<file path="src/sv/fqc_pkg.sv">
// Shared constants and types for the Q15 circular-buffer FIR filter.
package fqc_pkg;

    localparam int TAPS   = 21;
    localparam int DATA_W = 16;
    localparam int CIDX_W = 5;
    localparam int IDX_W  = (TAPS > 1) ? $clog2(TAPS) : 1;
    localparam int PROD_W = 2 * DATA_W;

    typedef enum logic [0:0] {
        CMD_LOAD   = 1'b0,
        CMD_SAMPLE = 1'b1
    } cmd_t;

    typedef enum logic [3:0] {
        S_IDLE  = 4'b0001,
        S_RUN   = 4'b0010,
        S_FLUSH = 4'b0100,
        S_DONE  = 4'b1000
    } state_t;

    // Controls for the multiply-accumulate stages
    typedef struct packed {
        logic clear;
        logic vld;
        logic sval;
    } mac_ctl_t;

endpackage

</file>
<file path="src/sv/fqc_ram.sv">
// Generic single-port-write, single-port-read RAM with registered read data.
module fqc_ram #(
    parameter int WIDTH = 16,
    parameter int DEPTH = 21,
    localparam int AW   = (DEPTH > 1) ? $clog2(DEPTH) : 1
) (
    input  logic             clk,
    input  logic             we,
    input  logic [AW-1:0]    waddr,
    input  logic [WIDTH-1:0] wdata,
    input  logic [AW-1:0]    raddr,
    output logic [WIDTH-1:0] rdata
);

    logic [WIDTH-1:0] mem [DEPTH];
    logic [WIDTH-1:0] rdata_reg;

    always_ff @(posedge clk)
    begin
        if (we)
        begin
            mem[waddr] <= wdata;
        end
        rdata_reg <= mem[raddr];
    end

    assign rdata = rdata_reg;

endmodule

</file>
<file path="src/sv/fqc_mac.sv">
// Multiply and accumulate stages: one registered Q15 product, one 16-bit accumulator.
module fqc_mac
    import fqc_pkg::*;
(
    input  logic                     clk,
    input  logic                     rst_n,
    input  mac_ctl_t                 ctl,
    input  logic signed [DATA_W-1:0] sample,
    input  logic signed [DATA_W-1:0] coeff,
    output logic [DATA_W-1:0]        acc,
    output logic                     busy
);

    logic signed [DATA_W-1:0] sample_eff;
    logic signed [PROD_W-1:0] prod_reg;
    logic                     prod_vld_reg;
    logic [DATA_W-1:0]        acc_reg;
    logic [DATA_W-1:0]        acc_next;

    // A slot never written since reset reads as zero
    assign sample_eff = ctl.sval ? sample : '0;

    always_ff @(posedge clk or negedge rst_n)
    begin
        if (!rst_n)
        begin
            prod_vld_reg <= 1'b0;
        end
        else
        begin
            prod_vld_reg <= ctl.vld;
        end
    end

    always_ff @(posedge clk)
    begin
        prod_reg <= sample_eff * coeff;
        acc_reg  <= acc_next;
    end

    // Only the low 16 bits of the sum survive: take bits 30..15 of each product
    always_comb
    begin
        acc_next = acc_reg;
        if (ctl.clear)
        begin
            acc_next = '0;
        end
        else if (prod_vld_reg)
        begin
            acc_next = acc_reg + prod_reg[PROD_W-2:DATA_W-1];
        end
    end

    assign acc  = acc_reg;
    assign busy = prod_vld_reg;

endmodule

</file>
<file path="src/sv/fir_filter_q15_circular_unit.sv">
// Q15 FIR filter top: delay line and coefficients in RAM, one tap per cycle.
// Load word: no result; the next word can be accepted the cycle after.
// Sample word: TAPS reads, then read, multiply, accumulate and output register in
// order; the next sample is accepted once the result is loaded for output.
// The single shared multiplier and the one read port per RAM set the tap rate.
// rst_n (async, active low) zeroes the delay line through per-slot valid bits
// and the write position; coefficients stay undefined until loaded.
module fir_filter_q15_circular_unit
    import fqc_pkg::*;
(
    input  logic                     clk,
    input  logic                     rst_n,
    input  logic                     in_valid,
    output logic                     in_ready,
    input  logic                     command,
    input  logic [CIDX_W-1:0]        coeff_index,
    input  logic signed [DATA_W-1:0] value,
    output logic                     out_valid,
    input  logic                     out_ready,
    output logic signed [DATA_W-1:0] filtered_sample
);

    state_t              state_reg, state_next;
    logic [IDX_W-1:0]    wr_pos_reg, wr_pos_next;
    logic [IDX_W-1:0]    s_addr_reg, s_addr_next;
    logic [IDX_W-1:0]    cnt_reg, cnt_next;
    logic [TAPS-1:0]     valid_reg;
    logic                p1_vld_reg;
    logic                p1_sval_reg;
    logic                out_valid_reg;
    logic [DATA_W-1:0]   out_data_reg;

    logic                accept;
    logic                accept_sample;
    logic                coeff_we;
    logic                issue;
    logic [IDX_W-1:0]    pos_inc;
    logic [DATA_W-1:0]   s_rdata;
    logic [DATA_W-1:0]   c_rdata;
    logic [DATA_W-1:0]   acc;
    logic                mac_busy;
    logic                out_load;
    mac_ctl_t            mac_ctl;

    assign in_ready      = (state_reg == S_IDLE);
    assign accept        = in_valid && in_ready;
    assign accept_sample = accept && (command == CMD_SAMPLE);
    assign coeff_we      = accept && (command == CMD_LOAD) && (32'(coeff_index) < TAPS);
    assign issue         = (state_reg == S_RUN);
    assign pos_inc       = (32'(wr_pos_reg) == TAPS - 1) ? '0 : wr_pos_reg + 1'b1;
    assign out_load      = (state_reg == S_DONE) && (!out_valid_reg || out_ready);

    fqc_ram #(
        .WIDTH (DATA_W),
        .DEPTH (TAPS)
    ) u_sample_ram (
        .clk   (clk),
        .we    (accept_sample),
        .waddr (wr_pos_reg),
        .wdata (value),
        .raddr (s_addr_reg),
        .rdata (s_rdata)
    );

    fqc_ram #(
        .WIDTH (DATA_W),
        .DEPTH (TAPS)
    ) u_coeff_ram (
        .clk   (clk),
        .we    (coeff_we),
        .waddr (IDX_W'(coeff_index)),
        .wdata (value),
        .raddr (cnt_reg),
        .rdata (c_rdata)
    );

    assign mac_ctl.clear = accept_sample;
    assign mac_ctl.vld   = p1_vld_reg;
    assign mac_ctl.sval  = p1_sval_reg;

    fqc_mac u_mac (
        .clk    (clk),
        .rst_n  (rst_n),
        .ctl    (mac_ctl),
        .sample (s_rdata),
        .coeff  (c_rdata),
        .acc    (acc),
        .busy   (mac_busy)
    );

    always_comb
    begin
        state_next  = state_reg;
        wr_pos_next = wr_pos_reg;
        s_addr_next = s_addr_reg;
        cnt_next    = cnt_reg;
        unique case (state_reg)
            S_IDLE:
            begin
                if (accept_sample)
                begin
                    // Oldest sample sits just past the newest one
                    wr_pos_next = pos_inc;
                    s_addr_next = pos_inc;
                    cnt_next    = '0;
                    state_next  = S_RUN;
                end
            end
            S_RUN:
            begin
                s_addr_next = (32'(s_addr_reg) == TAPS - 1) ? '0 : s_addr_reg + 1'b1;
                cnt_next    = cnt_reg + 1'b1;
                if (32'(cnt_reg) == TAPS - 1)
                begin
                    cnt_next   = '0;
                    state_next = S_FLUSH;
                end
            end
            S_FLUSH:
            begin
                // Wait for the last tap to drain into the accumulator
                if (!p1_vld_reg && !mac_busy)
                begin
                    state_next = S_DONE;
                end
            end
            S_DONE:
            begin
                if (out_load)
                begin
                    state_next = S_IDLE;
                end
            end
            default:
            begin
                state_next = S_IDLE;
            end
        endcase
    end

    always_ff @(posedge clk or negedge rst_n)
    begin
        if (!rst_n)
        begin
            state_reg     <= S_IDLE;
            wr_pos_reg    <= '0;
            s_addr_reg    <= '0;
            cnt_reg       <= '0;
            valid_reg     <= '0;
            p1_vld_reg    <= 1'b0;
            p1_sval_reg   <= 1'b0;
            out_valid_reg <= 1'b0;
        end
        else
        begin
            state_reg   <= state_next;
            wr_pos_reg  <= wr_pos_next;
            s_addr_reg  <= s_addr_next;
            cnt_reg     <= cnt_next;
            p1_vld_reg  <= issue;
            p1_sval_reg <= valid_reg[s_addr_reg];
            if (accept_sample)
            begin
                valid_reg[wr_pos_reg] <= 1'b1;
            end
            if (out_load)
            begin
                out_valid_reg <= 1'b1;
            end
            else if (out_ready)
            begin
                out_valid_reg <= 1'b0;
            end
        end
    end

    always_ff @(posedge clk)
    begin
        if (out_load)
        begin
            out_data_reg <= acc;
        end
    end

    assign out_valid       = out_valid_reg;
    assign filtered_sample = out_data_reg;

    a_pos_range: assert property (@(posedge clk) disable iff (!rst_n)
        32'(wr_pos_reg) < TAPS)
        else $error("write position out of range");

    a_read_from_run: assert property (@(posedge clk) disable iff (!rst_n)
        p1_vld_reg |-> $past(state_reg == S_RUN))
        else $error("tap read outside of run phase");

    a_out_from_done: assert property (@(posedge clk) disable iff (!rst_n)
        $rose(out_valid_reg) |-> $past(state_reg == S_DONE))
        else $error("result word not from done state");

    a_done_drained: assert property (@(posedge clk) disable iff (!rst_n)
        (state_reg == S_DONE) |-> (!p1_vld_reg && !mac_busy))
        else $error("result taken before accumulation finished");

endmodule

</file>
<file path="config.mk">
export PLATFORM = sky130hd
export DESIGN_NAME = fir_filter_q15_circular_unit
export DESIGN_NICKNAME = d
export VERILOG_FILES = /design/src/sv/fqc_pkg.sv /design/src/sv/fqc_ram.sv /design/src/sv/fqc_mac.sv /design/src/sv/fir_filter_q15_circular_unit.sv
export SDC_FILE = /design/constraint.sdc
export NUM_CORES = 1
export LEC_CHECK = 0
export BUFFER_PORTS_ARGS = -buffer_cell sky130_fd_sc_hd__buf_2
export CORE_AREA = 2 2 301 303
export DETAILED_ROUTE_END_ITERATION = 16
export DIE_AREA = 0 0 303 305
export MAX_ROUTING_LAYER = met4
export SLEW_MARGIN = 20
export SYNTH_ARGS = -nofsm -noshare
export SYNTH_HDL_FRONTEND = slang
export SYNTH_SLANG_ARGS = --single-unit
</file>
<file path="constraint.sdc">
create_clock -name clk -period 6.2 [get_ports clk]
set_clock_uncertainty 0.15 [all_clocks]
set_input_delay 0.62 -clock clk [delete_from_list [all_inputs] [get_ports clk]]
set_output_delay 0.62 -clock clk [all_outputs]
set_load 0.005 [all_outputs]
</file>
==> impl_results.md <==
- Fin crit share: between 90 and 100%
- Vias in the first global route: 22,960
- # IOs: 44
- Input/output buffers: between 40 and 50
- Total grt overflow: 0
- CTS Buf Count: 83
- Area Overhead vs Synth: 14.77%
- Largest net degree at the start of global routing: 70
- Tot GR Track Use: 21.26%
- First-pass GRT wire length: 141,400 µm
- H-tree Lvls: 3
- Top fanout value on the critical path: 7
- Failing checks: design-rule violations
- Initial DRC count: 1,712
- Most common cell after layout, fill and taps aside: edfxtp_1
- Hold Path Origin: p1_vld_reg$_DFF_PN0_
- Async S/R FF share, synth: 5.528%
- Critical path data required time: 6560 ps
- Antenna-violating nets left: 0
- Placed cell count: 3,785
- Die Wd: 303 µm
- CP Capture Type: register
- Vias: 21,510
- Worst min path class: register to register
- Post-route insts no fill: 3,956
- DP Area: 42,320 µm²
- Clock root cell: clkbuf_16
- Dpl hpwl: 60,290 µm
- Die Y: 305 µm
- Beginning of the critical path: p1_sval_reg$_DFF_PN0_
- Setup violations, final: 0
- FMAX: 162.2 MHz
- Minimum clock period: 6163 ps
- NumNets Final: 3,091
- Unrepaired setup endpoints after global routing: true
- Clk buf depth: 3
- Max-slew violations: 0
- Yosys warnings: 0
- Most frequent cells in the layout: edfxtp_1 (688), inv_1 (288), fa_1 (241)
- Row cnt: 110
- Die area: 92,420 µm²
- Max Cap Viol: 0
- Slew Limit Headroom: around 28%
- Wire per inst: 23.48 µm
- Worst-margin pin slew: 1080 ps
- Share of layout cells above drive strength 1: 24.39%
- WS Path Type: register to register
- WL final: 92,880 µm
- Worst reg2reg path startpoint: p1_sval_reg$_DFF_PN0_
- Crit path DAT: 6530 ps
- Final Hold Vio Count: 0
- Clock latency on the worst-skew pair: 650 ps
- Starting density of the core: 44.47%
- Synthesized area: 39,720 µm²
- Synth Flop Type: edfxtp_1
- Design Area, Final: 45,590 µm²
- Cells after Synth: ~2,500
- Gpl congestion: 0.8935
- Synth cell types: 66
- #FFs+latches synth: 796
- DR pass1 iterations: 13
- CTS tree: done
- CTS sink count: 796
- Syn avg cell area: 15.82 µm²
- Initial antenna violation count: 2
- CTS clock-pin slew for the worst setup and hold paths: 60 ps
- DRC violations left: 3
- Outcome: finished, violations left
- Detailed-route vias per instance: roughly 5.4
- Core ar.: 89,320 µm²
- Number of flops mapped to enable cells by yosys: 688
- Syn Nets: 2,892
- CP startpoint kind: register
- Register area share after synthesis: between 50% and 60%
- # diodes: 0
[stage by stage]
| stage | TNS (ps) | utilization (%) | worst slack, ps | hold slack (ps) |
|---|---|---|---|---|
| floorplan | -22.52 | - | -22.52 | 174.4 |
| detailed placement | -901.8 | 47.37 | -250.7 | 211.7 |
| finish | 0 | 51.04 | 36.63 | 231.0 |
| global placement | -401.0 | 47.37 | -143.0 | 219.9 |
| CTS | -11.85 | 50.51 | -11.85 | 234.4 |
| global route | -424.9 | 51.04 | -127.5 | 254.3 |
[cell families (layout without fill, tap and decap cells)]
family	Yosys count	in the layout	share of synthesized area [%]
AO/OA/AOI/OAI	145	145	2.388
XOR/XNOR	44	44	0.9703
buffers and inverters	419	689	4.073
AND/OR/NAND/NOR	513	513	6.288
multiplexers	237	237	12.21
adder cells (fa/ha/maj)	356	356	16.05
flip-flops	796	796	58.02
[cell type report]
type | count | area (µm²)
clock buffer | 106 | 2195
clock inverter | 50 | 506.7
fill | 7382 | 43740
inverter | 303 | 1137
multi-input combinational | 1295 | 15430
sequential | 796 | 23060
tap | 1176 | 1471
timing repair buffer | 230 | 1780
[final timing paths]
check | cells after the start | slack, ps | endpoint
max in group asynchronous | 3 | 4880 | cnt_reg[1]$_DFFE_PN0P_
min in group asynchronous | 3 | 490 | valid_reg[14]$_DFFE_PN0P_
worst max-delay path | 22 | 40 | u_mac.prod_reg[30]$_DFF_P_
worst min register to register | 0 | 230 | u_mac.busy$_DFF_PN0_
worst max register to register | 22 | 40 | u_mac.prod_reg[30]$_DFF_P_
worst min-delay path | 0 | 230 | u_mac.busy$_DFF_PN0_
[cell usage after synthesis, types with 2 or more instances]
cell | count | share of area, %
inv_1 | 302 | 2.9
dfrtp_1 | 43 | 2.7
nand3b_1 | 5 | 0.095
buf_1 | 10 | 0.095
and3_1 | 112 | 1.8
nand2_1 | 186 | 1.8
edfxtp_1 | 688 | 52
a22o_1 | 2 | 0.044
nor2_1 | 105 | 0.99
mux4_2 | 198 | 11
o31ai_1 | 3 | 0.057
o21ai_1 | 21 | 0.26
dfxtp_1 | 64 | 3.2
buf_2 | 25 | 0.32
a211oi_1 | 9 | 0.17
o21ai_0 | 21 | 0.26
a31oi_1 | 4 | 0.063
nor2b_1 | 6 | 0.095
nor3_1 | 11 | 0.14
o2111a_1 | 2 | 0.057
a41oi_1 | 4 | 0.088
a21oi_1 | 38 | 0.48
or3_1 | 4 | 0.063
xnor2_1 | 36 | 0.79
nand3_1 | 17 | 0.21
or3b_2 | 2 | 0.044
o221ai_1 | 4 | 0.088
fa_1 | 256 | 13
nand2b_1 | 11 | 0.17
nand4_1 | 5 | 0.079
o211ai_1 | 2 | 0.038
clkbuf_1 | 79 | 0.75
nand4b_1 | 3 | 0.066
ha_1 | 100 | 3.2
nor4b_1 | 2 | 0.044
or2_2 | 22 | 0.35
a211oi_2 | 3 | 0.095
xor2_1 | 8 | 0.18
a21o_1 | 10 | 0.19
and2_1 | 15 | 0.24
o21a_1 | 9 | 0.17
mux2i_1 | 39 | 0.98
[worst max-delay path, stage by stage, from the launching register on]
cell	delay, ps
dfrtp_2	470
clkbuf_16	190
and2_4	160
nand2_2	80
inv_2	60
fa_1	570
inv_2	60
buf_4	130
fa_1	470
inv_1	50
fa_1	470
fa_1	520
fa_1	430
fa_1	550
ha_4	220
a21o_1	160
a21o_1	170
a21o_1	190
a21o_1	230
a21oi_2	190
o31ai_4	120
a221oi_2	270
xnor2_1	120
[repair_timing]
item	CTS	global route
setup endpoints to repair	5	10
gates cloned	0	3
endpoints found under the hold margin	43	0
hold buffers	1	0
setup buffers	1	10
pin swaps	8	53
gates resized for setup	19	96
[metal layers]
layer	vias up	global-route usage, %	wire length (µm)	part of all wire [%]
li1	9435	-	-	-
met1	11260	27.96	38940	42
met2	651	34.32	46160	50
met3	170	2.859	5041	5.4
met4	0	6.942	2737	2.9
met5	-	-	0	0
Power is left out: the tool's default activity adds up to more than one toggle a clock period on the data nets, which glitch-free logic cannot reach.
